===== src/hw/rtl/dgrp_pkg.sv =====
// Shared types and constants for the DLMS GET-Response value parser.
// Used by dgrp_matcher, dgrp_decoder and dlms_get_response_value_parser_top.
package dgrp_pkg;

   // Default number of octets in a clock octet string
   localparam int CLOCK_OCTETS = 12;
   // Clock octets that are kept for the clock result
   localparam int CLOCK_HOLD_DEPTH = 8;

   // Response header bytes
   localparam logic [7:0] GET_RSP_TAG    = 8'hC4;
   localparam logic [7:0] GET_RSP_NORMAL = 8'h01;
   localparam logic [7:0] RESULT_DATA    = 8'h00;
   localparam logic [7:0] RESULT_ERROR   = 8'h01;

   // Data tags
   localparam logic [7:0] TAG_NULL    = 8'h00;
   localparam logic [7:0] TAG_DLU     = 8'h06;
   localparam logic [7:0] TAG_OCTET   = 8'h09;
   localparam logic [7:0] TAG_VISIBLE = 8'h0A;
   localparam logic [7:0] TAG_LU      = 8'h12;

   // Result status codes
   typedef enum logic [2:0] {
      ST_NUMBER      = 3'd0,
      ST_STRING_BYTE = 3'd1,
      ST_CLOCK       = 3'd2,
      ST_NULL        = 3'd3,
      ST_ACCESS_ERR  = 3'd4,
      ST_UNSUPPORTED = 3'd5,
      ST_NO_RESPONSE = 3'd6,
      ST_TRUNCATED   = 3'd7
   } status_type;

   // Parser phases
   typedef enum logic [3:0] {
      PH_SEARCH  = 4'd0,
      PH_ERRCODE = 4'd1,
      PH_TAG     = 4'd2,
      PH_VLEN    = 4'd3,
      PH_OLEN    = 4'd4,
      PH_STRING  = 4'd5,
      PH_CLOCK   = 4'd6,
      PH_NUMBER  = 4'd7,
      PH_DONE    = 4'd8
   } phase_type;

   // Header match found on the current byte
   typedef struct packed {
      logic hit_data;
      logic hit_error;
   } match_type;

   // One result item
   typedef struct packed {
      status_type  status;
      logic [7:0]  error_code;
      logic [7:0]  tag;
      logic [31:0] number_value;
      logic [7:0]  data_byte;
      logic [15:0] year;
      logic [7:0]  month;
      logic [7:0]  day;
      logic [7:0]  hour;
      logic [7:0]  minute;
      logic [7:0]  second;
      logic        end_of_run;
   } rsp_type;

endpackage


===== src/hw/rtl/dgrp_matcher.sv =====
// Sliding header window: finds C4 01 <invoke id> <result> in the byte stream.
// Depends on dgrp_pkg.
module dgrp_matcher (
   input  logic                clock,
   input  logic                reset,
   input  logic                step,
   input  logic                clear,
   input  logic                searching,
   input  logic [7:0]          in_byte,
   output dgrp_pkg::match_type match
);

   // Last three bytes seen, oldest first, and how many of them are valid
   logic [7:0] window_ff [3];
   logic [7:0] window_in [3];
   logic [1:0] fill_ff;
   logic [1:0] fill_in;
   logic       header_ok;

   // Window full with this byte and header in the two oldest slots
   assign header_ok = (fill_ff == 2'd3) && (window_ff[0] == dgrp_pkg::GET_RSP_TAG)
                      && (window_ff[1] == dgrp_pkg::GET_RSP_NORMAL);
   assign match.hit_data  = header_ok && (in_byte == dgrp_pkg::RESULT_DATA);
   assign match.hit_error = header_ok && (in_byte == dgrp_pkg::RESULT_ERROR);

   // Shift in the new byte
   always_comb begin
      window_in[0] = window_ff[1];
      window_in[1] = window_ff[2];
      window_in[2] = in_byte;
      fill_in      = (fill_ff == 2'd3) ? fill_ff : fill_ff + 2'd1;
   end

   always_ff @(posedge clock) begin
      if (reset || (step && clear)) begin
         fill_ff <= '0;
         for (int i = 0; i < 3; i++) begin
            window_ff[i] <= '0;
         end
      end else if (step && searching) begin
         fill_ff <= fill_in;
         for (int i = 0; i < 3; i++) begin
            window_ff[i] <= window_in[i];
         end
      end
   end

   // A hit needs a full window
   a_hit_needs_fill: assert property (@(posedge clock) disable iff (reset)
      (match.hit_data || match.hit_error) |-> (fill_ff == 2'd3))
      else $error("header hit with window not full");

   // Both hits never at once
   a_hit_exclusive: assert property (@(posedge clock) disable iff (reset)
      !(match.hit_data && match.hit_error))
      else $error("data and error hit together");

   // Frame end empties the window
   a_clear_empties: assert property (@(posedge clock) disable iff (reset)
      (step && clear) |=> (fill_ff == 2'd0))
      else $error("window not emptied at frame end");

endmodule


===== src/hw/rtl/dgrp_decoder.sv =====
// Phase machine and value decode for one accepted byte per step.
// Depends on dgrp_pkg; takes header hits from dgrp_matcher.
module dgrp_decoder #(
   parameter int CLOCK_OCTETS = dgrp_pkg::CLOCK_OCTETS
) (
   input  logic                clock,
   input  logic                reset,
   input  logic                step,
   input  logic [7:0]          in_byte,
   input  logic                frame_end,
   input  dgrp_pkg::match_type match,
   output logic                searching,
   output logic                res_valid,
   output dgrp_pkg::rsp_type   res
);

   localparam logic [7:0] CLOCK_LEN  = 8'(CLOCK_OCTETS);
   localparam logic [3:0] CLOCK_LAST = 4'(CLOCK_OCTETS);
   localparam logic [3:0] HOLD_LAST  = 4'(dgrp_pkg::CLOCK_HOLD_DEPTH);

   dgrp_pkg::phase_type phase_ff, phase_in, phase_step;
   logic [7:0]  held_tag_ff, held_tag_in;
   logic [7:0]  bytes_left_ff, bytes_left_in, bytes_dec;
   logic [3:0]  byte_index_ff, byte_index_in, index_inc;
   logic [31:0] acc_ff, acc_in;
   logic [7:0]  clock_hold_ff [dgrp_pkg::CLOCK_HOLD_DEPTH];
   logic [7:0]  clock_hold_in [dgrp_pkg::CLOCK_HOLD_DEPTH];

   assign searching = (phase_ff == dgrp_pkg::PH_SEARCH);
   assign bytes_dec = bytes_left_ff - 8'd1;
   assign index_inc = byte_index_ff + 4'd1;

   // Next phase and datapath state
   always_comb begin
      phase_step    = phase_ff;
      held_tag_in   = held_tag_ff;
      bytes_left_in = bytes_left_ff;
      byte_index_in = byte_index_ff;
      acc_in        = acc_ff;
      clock_hold_in = clock_hold_ff;
      case (phase_ff)
         dgrp_pkg::PH_SEARCH: begin
            if (match.hit_data) begin
               phase_step = dgrp_pkg::PH_TAG;
            end else if (match.hit_error) begin
               phase_step = dgrp_pkg::PH_ERRCODE;
            end
         end
         dgrp_pkg::PH_ERRCODE: phase_step = dgrp_pkg::PH_DONE;
         dgrp_pkg::PH_TAG: begin
            held_tag_in = in_byte;
            acc_in      = '0;
            case (in_byte)
               dgrp_pkg::TAG_LU: begin
                  bytes_left_in = 8'd2;
                  phase_step    = dgrp_pkg::PH_NUMBER;
               end
               dgrp_pkg::TAG_DLU: begin
                  bytes_left_in = 8'd4;
                  phase_step    = dgrp_pkg::PH_NUMBER;
               end
               dgrp_pkg::TAG_VISIBLE: phase_step = dgrp_pkg::PH_VLEN;
               dgrp_pkg::TAG_OCTET:   phase_step = dgrp_pkg::PH_OLEN;
               default:               phase_step = dgrp_pkg::PH_DONE;
            endcase
         end
         dgrp_pkg::PH_VLEN, dgrp_pkg::PH_OLEN: begin
            if (phase_ff == dgrp_pkg::PH_OLEN && in_byte == CLOCK_LEN) begin
               byte_index_in = '0;
               phase_step    = dgrp_pkg::PH_CLOCK;
            end else if (in_byte == 8'd0) begin
               phase_step = dgrp_pkg::PH_DONE;
            end else begin
               bytes_left_in = in_byte;
               phase_step    = dgrp_pkg::PH_STRING;
            end
         end
         dgrp_pkg::PH_STRING: begin
            bytes_left_in = bytes_dec;
            if (bytes_dec == 8'd0) begin
               phase_step = dgrp_pkg::PH_DONE;
            end
         end
         dgrp_pkg::PH_CLOCK: begin
            if (byte_index_ff < HOLD_LAST) begin
               clock_hold_in[byte_index_ff[2:0]] = in_byte;
            end
            byte_index_in = index_inc;
            if (index_inc >= CLOCK_LAST) begin
               phase_step = dgrp_pkg::PH_DONE;
            end
         end
         dgrp_pkg::PH_NUMBER: begin
            acc_in        = {acc_ff[23:0], in_byte};
            bytes_left_in = bytes_dec;
            if (bytes_dec == 8'd0) begin
               phase_step = dgrp_pkg::PH_DONE;
            end
         end
         default: ;
      endcase
      // Frame end sends the parser back to the search
      phase_in = frame_end ? dgrp_pkg::PH_SEARCH : phase_step;
   end

   // Result of this byte
   always_comb begin
      res       = '0;
      res_valid = 1'b0;
      case (phase_ff)
         dgrp_pkg::PH_ERRCODE: begin
            res_valid      = 1'b1;
            res.status     = dgrp_pkg::ST_ACCESS_ERR;
            res.error_code = in_byte;
            res.end_of_run = 1'b1;
         end
         dgrp_pkg::PH_TAG: begin
            res.tag        = in_byte;
            res.end_of_run = 1'b1;
            if (in_byte == dgrp_pkg::TAG_NULL) begin
               res_valid  = 1'b1;
               res.status = dgrp_pkg::ST_NULL;
            end else if (in_byte != dgrp_pkg::TAG_LU && in_byte != dgrp_pkg::TAG_DLU
                         && in_byte != dgrp_pkg::TAG_VISIBLE
                         && in_byte != dgrp_pkg::TAG_OCTET) begin
               res_valid  = 1'b1;
               res.status = dgrp_pkg::ST_UNSUPPORTED;
            end
         end
         dgrp_pkg::PH_STRING: begin
            res_valid      = 1'b1;
            res.status     = dgrp_pkg::ST_STRING_BYTE;
            res.tag        = held_tag_ff;
            res.data_byte  = in_byte;
            res.end_of_run = (bytes_dec == 8'd0);
         end
         dgrp_pkg::PH_CLOCK: begin
            if (index_inc >= CLOCK_LAST) begin
               res_valid      = 1'b1;
               res.status     = dgrp_pkg::ST_CLOCK;
               res.tag        = held_tag_ff;
               res.year       = {clock_hold_in[0], clock_hold_in[1]};
               res.month      = clock_hold_in[2];
               res.day        = clock_hold_in[3];
               res.hour       = clock_hold_in[5];
               res.minute     = clock_hold_in[6];
               res.second     = clock_hold_in[7];
               res.end_of_run = 1'b1;
            end
         end
         dgrp_pkg::PH_NUMBER: begin
            if (bytes_dec == 8'd0) begin
               res_valid        = 1'b1;
               res.status       = dgrp_pkg::ST_NUMBER;
               res.tag          = held_tag_ff;
               res.number_value = acc_in;
               res.end_of_run   = 1'b1;
            end
         end
         default: ;
      endcase
      // Frame end overrides any partial result
      if (frame_end) begin
         if (phase_step == dgrp_pkg::PH_SEARCH) begin
            res            = '0;
            res_valid      = 1'b1;
            res.status     = dgrp_pkg::ST_NO_RESPONSE;
            res.end_of_run = 1'b1;
         end else if (phase_step != dgrp_pkg::PH_DONE) begin
            res            = '0;
            res_valid      = 1'b1;
            res.status     = dgrp_pkg::ST_TRUNCATED;
            res.tag        = held_tag_in;
            res.end_of_run = 1'b1;
         end
      end
   end

   // Control state
   always_ff @(posedge clock) begin
      if (reset || (step && frame_end)) begin
         phase_ff      <= dgrp_pkg::PH_SEARCH;
         held_tag_ff   <= '0;
         bytes_left_ff <= '0;
         byte_index_ff <= '0;
         acc_ff        <= '0;
      end else if (step) begin
         phase_ff      <= phase_in;
         held_tag_ff   <= held_tag_in;
         bytes_left_ff <= bytes_left_in;
         byte_index_ff <= byte_index_in;
         acc_ff        <= acc_in;
      end
   end

   // Clock octet hold (always fully written before it is read)
   always_ff @(posedge clock) begin
      if (step) begin
         clock_hold_ff <= clock_hold_in;
      end
   end

   // Only a string byte may leave a decode open
   a_open_only_string: assert property (@(posedge clock) disable iff (reset)
      (res_valid && !res.end_of_run) |-> (res.status == dgrp_pkg::ST_STRING_BYTE))
      else $error("non-final result that is not a string byte");

   // A finished decode stays silent until frame end
   a_done_silent: assert property (@(posedge clock) disable iff (reset)
      (phase_ff == dgrp_pkg::PH_DONE && !frame_end) |-> !res_valid)
      else $error("result after decode finished");

   // Frame end always gives back the search phase
   a_fe_search: assert property (@(posedge clock) disable iff (reset)
      (step && frame_end) |=> (phase_ff == dgrp_pkg::PH_SEARCH))
      else $error("parser not back in search after frame end");

endmodule


===== src/hw/rtl/dlms_get_response_value_parser_top.sv =====
// Top level of the DLMS GET-Response value parser: input register, parser
// stage and result register. Depends on dgrp_pkg, dgrp_matcher, dgrp_decoder.

// The parser takes one frame byte per clock cycle and gives at most one result
// item per byte. A byte is captured in the input register and decoded by the
// parser stage into the result register, from which its result is offered;
// bytes may follow each other in every cycle, and the rate is set only by the
// result side: while a result waits under rsp_stall, one more byte is held in
// the input register and then req_stall rises. req_frame_end marks the last
// byte of a frame and sends the parser back to the header search; a frame that
// ends before a header match reports no response, and one that ends mid-decode
// reports truncated. CLOCK_OCTETS (8 to 12) is the octet string length that is
// read as a clock.
module dlms_get_response_value_parser_top #(
   parameter int CLOCK_OCTETS = dgrp_pkg::CLOCK_OCTETS
) (
   input  logic        clock,
   input  logic        reset,
   // byte input
   input  logic        req_valid,
   output logic        req_stall,
   input  logic [7:0]  req_in_byte,
   input  logic        req_frame_end,
   // result output
   output logic        rsp_valid,
   input  logic        rsp_stall,
   output logic [2:0]  rsp_status,
   output logic [7:0]  rsp_error_code,
   output logic [7:0]  rsp_tag,
   output logic [31:0] rsp_number_value,
   output logic [7:0]  rsp_data_byte,
   output logic [15:0] rsp_year,
   output logic [7:0]  rsp_month,
   output logic [7:0]  rsp_day,
   output logic [7:0]  rsp_hour,
   output logic [7:0]  rsp_minute,
   output logic [7:0]  rsp_second,
   output logic        rsp_end_of_run
);

   logic              in_valid_ff;
   logic [7:0]        in_byte_ff;
   logic              in_fe_ff;
   logic              go;
   logic              step;
   logic              searching;
   logic              res_valid;
   dgrp_pkg::match_type match;
   dgrp_pkg::rsp_type   res;
   logic              rsp_valid_ff, rsp_valid_in;
   dgrp_pkg::rsp_type   rsp_ff;

   // Parser stage moves when the result register can take its output
   assign go        = !(rsp_valid_ff && rsp_stall);
   assign step      = in_valid_ff && go;
   assign req_stall = in_valid_ff && !go;

   // Input register
   always_ff @(posedge clock) begin
      if (reset) begin
         in_valid_ff <= 1'b0;
      end else if (!req_stall) begin
         in_valid_ff <= req_valid;
      end
   end

   always_ff @(posedge clock) begin
      if (req_valid && !req_stall) begin
         in_byte_ff <= req_in_byte;
         in_fe_ff   <= req_frame_end;
      end
   end

   dgrp_matcher u_matcher (
      .clock     (clock),
      .reset     (reset),
      .step      (step),
      .clear     (in_fe_ff),
      .searching (searching),
      .in_byte   (in_byte_ff),
      .match     (match)
   );

   dgrp_decoder #(
      .CLOCK_OCTETS (CLOCK_OCTETS)
   ) u_decoder (
      .clock     (clock),
      .reset     (reset),
      .step      (step),
      .in_byte   (in_byte_ff),
      .frame_end (in_fe_ff),
      .match     (match),
      .searching (searching),
      .res_valid (res_valid),
      .res       (res)
   );

   // Result register
   assign rsp_valid_in = step && res_valid;

   always_ff @(posedge clock) begin
      if (reset) begin
         rsp_valid_ff <= 1'b0;
      end else if (go) begin
         rsp_valid_ff <= rsp_valid_in;
      end
   end

   always_ff @(posedge clock) begin
      if (rsp_valid_in) begin
         rsp_ff <= res;
      end
   end

   assign rsp_valid        = rsp_valid_ff;
   assign rsp_status       = rsp_ff.status;
   assign rsp_error_code   = rsp_ff.error_code;
   assign rsp_tag          = rsp_ff.tag;
   assign rsp_number_value = rsp_ff.number_value;
   assign rsp_data_byte    = rsp_ff.data_byte;
   assign rsp_year         = rsp_ff.year;
   assign rsp_month        = rsp_ff.month;
   assign rsp_day          = rsp_ff.day;
   assign rsp_hour         = rsp_ff.hour;
   assign rsp_minute       = rsp_ff.minute;
   assign rsp_second       = rsp_ff.second;
   assign rsp_end_of_run   = rsp_ff.end_of_run;

endmodule


===== config.mk =====
export PLATFORM = sky130hd
export DESIGN_NAME = dlms_get_response_value_parser_top
export DESIGN_NICKNAME = d
export VERILOG_FILES = /design/src/hw/rtl/dgrp_pkg.sv /design/src/hw/rtl/dgrp_matcher.sv /design/src/hw/rtl/dgrp_decoder.sv /design/src/hw/rtl/dlms_get_response_value_parser_top.sv
export SDC_FILE = /design/constraint.sdc
export NUM_CORES = 1
export LEC_CHECK = 0
export BUFFER_PORTS_ARGS = -buffer_cell sky130_fd_sc_hd__buf_2
export CAP_MARGIN = 20
export CORE_MARGIN = 2
export CORE_UTILIZATION = 34
export DETAILED_ROUTE_END_ITERATION = 12
export GPL_TIMING_DRIVEN = 0
export PLACE_DENSITY = 0.59
export RECOVER_POWER = 100
export SYNTH_ARGS = -nofsm -noshare
export SYNTH_HDL_FRONTEND = slang
export SYNTH_SLANG_ARGS = --single-unit

===== constraint.sdc =====
create_clock -name clock -period 13.75 [get_ports clock]
set_input_delay 0.6875 -clock clock [delete_from_list [all_inputs] [get_ports clock]]
set_output_delay 0.6875 -clock clock [all_outputs]
set_load 0.01 [all_outputs]

==> results of run 1 <==
metrics by stage:
step	instances	util	hold WS (ns)	power [mW]
3_5_place_dp	1370	0.387	0.462	0.985
3_3_place_gp	1363	0.381	0.454	0.985
5_1_grt	1423	0.407	0.315	1.82
6_report	1425	0.407	0.330	1.76
2_1_floorplan	831	-	0.445	0.942
4_1_cts	1422	0.419	0.312	1.79
worst reg2reg max path, stage by stage (launching register included):
cell	delay, ns
edfxtp_1	0.56
nor3_1	0.54
nor4b_1	0.38
a211oi_1	0.16
a311oi_1	0.53
o211a_2	0.35
o31ai_1	0.17
a31oi_1	0.95
clkbuf_1	0.97
clkbuf_1	1.18
registers in the layout, summed over array words and instances (netlist names), 16 cells and up:
register,flops
rsp_number_value,32
rsp_year,16
u_matcher.window_ff,24
u_decoder.acc_ff,24
u_decoder.clock_hold_ff,56
worst min-delay path by stage:
stage                                          end  slack [ns]  cells past startpoint
final                                in_byte_ff[5]        0.33                      1
after global routing                 in_byte_ff[7]        0.31                      1
after CTS                            in_byte_ff[7]        0.31                      1
after detailed placement  u_decoder.held_tag_ff[3]        0.46                      2
after global placement    u_decoder.held_tag_ff[3]        0.45                      2
after floorplan           u_decoder.held_tag_ff[0]        0.45                      2
cell families after synthesis:
group | share of synthesized area
adders and majority gates | 0.00462
xor gates and xnor gates | 0.00404
muxes | 0.0529
AOI/OAI and AO/OA | 0.0827
buffers and inverters | 0.0232
and+or+nand+nor | 0.169
DFF | 0.664
area by class of cell:
cell class              count  area [um2]  area share
flip-flops and latches    257        7200       0.561
well taps                 402         503      0.0392
clock buffers              35         758      0.0591
multi-input cells         513        3340       0.260
repair buffers            138         532      0.0415
clock inverters            17         239      0.0186
plain buffers              54         223      0.0174
inverters                   7        27.5     0.00215
diodes                      2        5.00    0.000390
routing by layer:
metal  vias to the layer above  GRT usage  part of all wire
li1                       3399          -                 -
met1                      3577      0.214              0.44
met2                       235      0.256              0.46
met3                        52     0.0349             0.063
met4                         2     0.0555             0.028
met5                         -          0           0.00048
synthesized netlist by cell type (2+ instances only):
library cell / count / area [um2]
a32oi_1: 2 / 17.5
a31oi_1: 2 / 12.5
nor2_1: 64 / 240
clkbuf_1: 43 / 161
nor4_1: 2 / 12.5
xnor2_1: 3 / 26.3
a22oi_1: 28 / 210
nor4b_1: 4 / 35.0
nand4_1: 4 / 25.0
nand3_1: 21 / 105
dfxtp_1: 52 / 1040
nand2b_1: 6 / 37.5
nand2_1: 53 / 199
mux2_2: 50 / 563
o21ai_1: 2 / 10.0
a21o_1: 5 / 37.5
a211oi_1: 11 / 82.6
or4_1: 2 / 15.0
a31o_2: 3 / 26.3
o21ai_0: 13 / 65.1
nand3b_1: 5 / 37.5
edfxtp_1: 205 / 6160
buf_2: 9 / 45.0
nor3_1: 14 / 70.1
nor3b_1: 3 / 22.5
and3_1: 12 / 75.1
and2_1: 63 / 394
inv_1: 6 / 22.5
ha_1: 4 / 50.1
a221oi_1: 2 / 17.5
o211ai_1: 4 / 30.0
a311oi_1: 2 / 17.5
a21oi_1: 22 / 110
nor2b_1: 61 / 382
o31ai_1: 11 / 82.6
nor3b_2: 7 / 87.6
xor2_1: 2 / 17.5
where the power goes:
group / leakage [nW] / switching (mW) / internal (mW)
logic: 1.43 / 0.0662 / 0.0203
clock network: 0.484 / 0.302 / 0.502
registers: 2.35 / 0.00866 / 0.863
==> flow_summary.ini, run 1 <==
[logic_synthesis]
ys.flop_type = edfxtp_1
syn_area_per_cell_um2 = 13.0
ys.warnings.count = 0
synth_cell_types = 66
async_flop_share = 0
netlist_area_um2 = 10800
ys_ff_latch = 257
synth-edff-count = 205
yosysSeqAreaShare = 0.664
synth_fp_nets = 848
synthCells = 831

[placement]
gp_congestion = 0.883
dp_slack_ns = 9.68
placed_area_um2 = 12200
dp_hpwl_mm = 18.1
port_buffers = 130

[grt]
grt_overflow_total = 0
grt_max_degree = 48
grt_pass1_wl_mm = 41.4
grt_pass1_vias = 7208
antenna_found_initial = 2
track_usage = 0.160

[timing]
max_freq_ghz = 0.161
finalCritPeriodShare = 0.452
slew_headroom = -0.808
finalSetupViolCount = 0
slew_viol_final = 75
hold_violations = 0
skew_ns = 0.00956
rsz0062_at_grt = no
setup_tns_ns = 0
fin_ws_ns = 7.53
worst_pin_slew_ns = 2.71
period_minus_slack_ns = 6.22

[layout]
final_common_cell = edfxtp_1
synthToLayoutAreaGrowth_pct = 18.3
fill_cells = 2969
final_area_um2 = 12800
drive_above_1_share = 0.112
finalNetCount = 1016
final_cell_mix = 205 x edfxtp_1, 179 x clkbuf_1, 64 x nor2_1

[worst_hold_path]
hold_path_class = in -> reg
hold_start = req_in_byte[5]

[setup_path]
r2r_start = in_byte_ff[5]
path_class = reg -> reg
required_ns = 13.89
end_kind = flip-flop
reg2reg_depth = 9
arrival_ns = 6.36
r2r_slack_ns = 7.53
cp_top_family = compound AO/OA/AOI/OAI gates
cp_cell_sequence = nor3_1, nor4b_1, a211oi_1, a311oi_1, o211a_2, o31ai_1, a31oi_1, clkbuf_1, clkbuf_1
cp_max_fo = 27
worst-path-buf-inv = 2
crit_path_end = rsp_month[5]
startpoint = in_byte_ff[5]
max_stage_delay_ns = 1.16
cp_num_cells = 9
crit_top_cell = clkbuf_1
start_kind = flip-flop
slowest_stage = clkbuf_1
timing.rr.end = rsp_month[5]

[detailed_routing]
routed_via_density = 5.10
route.detailed.drc = 0
postRouteAntennaNets = 0
num_vias = 7265
first_iter_violations = 547
wl_per_cell_um = 19.1
firstDrtPassIters = 5
finalWirelength_mm = 27.2

[power]
total_leakage_power_nw = 4.26
powerDensity_nw_per_um2 = 137
max-vdd-ir-drop_uv = 88.3

[clocking]
clock_sinks = 257
cts_tree = built
cts_hold_buf = 0
clk_latency_ns = 0.54
cts_buffer_depth = 3
postCtsResizedCells = 0
cts_htree_levels = 1
cts_setup_buffers = 0
clkTransAtPathRegs_ns = 0.06
clock-root-buffer = clkbuf_16
cts_buffers = 28

[floorplanning]
die_w_um = 183
fp.dieH_um = 183
io_pins = 131
rows = 65
die_area_um2 = 33300
start_util = 0.345
core_um2 = 31500

[status]
status = complete, but fails checks
violations = capacitance limit, slew limit

[job]
cap_violations = 2
(Power assumes the default switching activity.)
==> run 2, diff against run 1 <==
- clock period: 13.75 -> 6 ns (I/O delays scaled with it)
==> run 2 against run 1 <==
The run still ends with capacitance limit, slew limit left. Power is 120% higher. Utilization is 0.13 points higher. Critical path depth is the same. Flip-flop and latch count is the same. First-iteration DRC count shrank 6.6%. Clock-buffer cell count shrank 4. Cell count is 0.28% higher. Worst hold slack lost 0.32 ns. Global-route usage decreased by 0.19 points. Clock power grew 110%. Critical endpoint is now rsp_hour[2].
==> flow_summary.ini, run 2 (synthesis results as in run 1) <==
[clocking]
clock-root-buffer = clkbuf_16
cts_htree_levels = 1
clock_sinks = 257
cts_buffers = 26
postCtsResizedCells = 0
cts_tree = built
cts_buffer_depth = 3
cts_setup_buffers = 0
clkTransAtPathRegs_ns = 0.06
clk_latency_ns = 0.55

[layout]
drive_above_1_share = 0.114
largest_reg_flops = 56
finalNetCount = 1023
final_area_um2 = 12900
multi_input_area_um2 = 3350
top_register = u_decoder.clock_hold_ff
final_cell_mix = 205 x edfxtp_1, 174 x clkbuf_1, 64 x nor2_1
fill_cells = 2983
finish.utilization = 0.409
synthToLayoutAreaGrowth_pct = 18.6
final_common_cell = edfxtp_1
regArea_um2 = 7200

[detailed_routing]
first_iter_violations = 511
route.detailed.drc = 0
wirelength_met1_mm = 11.8
num_vias = 7261
routed.top_layer = met4
dr_wl_met2_mm = 12.9
postRouteAntennaNets = 0
wl_met3_mm = 1.52
finalWirelength_mm = 26.9
wl_per_cell_um = 18.8
routed_via_density = 5.08
firstDrtPassIters = 5

[grt]
grt_overflow_total = 0
grt_pass1_vias = 7310
grt_pass1_wl_mm = 41.1
track_usage = 0.158
antenna_found_initial = 1
grt_max_degree = 43

[setup_path]
slowest_stage = clkbuf_1
max_stage_delay_ns = 0.98
required_ns = 6.16
cp_cell_sequence = nor3_1, nor4b_1, a211oi_1, a311oi_1, o211a_4, o31ai_1, a31oi_4, buf_12, clkbuf_1
path_class = reg -> reg
end_kind = flip-flop
arrival_ns = 5.13
start_kind = flip-flop
cp_max_fo = 23

[placement]
dp_hpwl_mm = 17.8
port_buffers = 130
gp_congestion = 0.840
dp_slack_ns = 1.85
placed_area_um2 = 12200

[status]
status = complete, but fails checks
violations = capacitance limit, slew limit

[power]
total_leakage_power_nw = 4.27
powerDensity_nw_per_um2 = 304
power_mw = 3.91
max-vdd-ir-drop_uv = 219

[timing]
hold_violations = 0
skew_ns = 0.0159
period_minus_slack_ns = 4.97
max_freq_ghz = 0.201
slew_viol_final = 43
slew_headroom = -0.541
finalSetupViolCount = 0
worst_pin_slew_ns = 2.31
fin_ws_ns = 1.03
rsz0062_at_grt = no
finalCritPeriodShare = 0.828

[floorplanning]
io_pins = 131
die_area_um2 = 33300
fp.dieH_um = 183
start_util = 0.345
rows = 65
core_um2 = 31500
die_w_um = 183

[worst_hold_path]
hold_path_class = in -> reg

[job]
cap_violations = 1
run 2: cell count changes in the layout (fill, tap and decap cells not counted), moves of 3 or more:
| cell | previous run | this run |
|---|---|---|
| mux2_1 | 12 | 8 |
| and2_1 | 32 | 26 |
| clkbuf_1 | 179 | 174 |
| dlygate4sd3_1 | 0 | 9 |
| clkbuf_16 | 29 | 26 |
| and2_0 | 31 | 37 |
| mux2_2 | 38 | 42 |
run 2: through the flow:
stage | setup TNS (ns) | std cells | hold slack [ns]
CTS | 0 | 1427 | 0.00770
floorplan | 0 | 831 | 0.369
global route | 0 | 1429 | 0.0201
detailed placement | 0 | 1370 | 0.460
global placement | -15.39 | 1363 | 0.453
finish | 0 | 1429 | 0.0139
run 2: final cells by class:
type | count | area share
Sequential cell | 257 | 0.559
Multi-Input combinational cell | 513 | 0.260
Timing Repair Buffer | 147 | 0.0514
Buffer | 54 | 0.0173
Inverter | 7 | 0.00214
Antenna cell | 1 | 0.000195
Clock inverter | 17 | 0.0159
Clock buffer | 31 | 0.0544
Tap cell | 402 | 0.0391
run 2: layer usage:
layer  GRT usage  vias to the layer above
met5           0                        -
met1       0.206                     3621
met2       0.265                      192
met4      0.0481                        0
li1            -                     3406
met3      0.0301                       42
run 2: timing repair:
action,4_1_cts,5_1_grt
hold buffers,9,0
hold endpoints to repair,9,0
endpoints found under the setup margin,0,0
run 2: worst paths after layout:
path,from,end,slack (ns),cells past startpoint
worst max-delay path,in_byte_ff[5],rsp_hour[2],1.03,9
worst max register to register,in_byte_ff[5],rsp_hour[2],1.03,9
worst min register to register,u_decoder.held_tag_ff[0],u_decoder.held_tag_ff[0],0.47,2
worst min-delay path,req_valid,in_valid_ff,0.01,3
run 2: report_power, final:
group | switching (mW) | internal (mW)
clock | 0.697 | 1.01
sequential | 0.0198 | 1.98
combinational | 0.152 | 0.0553
total | 0.869 | 3.04
run 2: worst max-delay path, delay by kind of cell, from the launching register on:
kind                   cells  cell delay, ns
buffers and inverters      2            1.24
and+or+nand+nor            2            0.93
AOI/OAI and AO/OA          5            1.82
DFF                        1            0.56
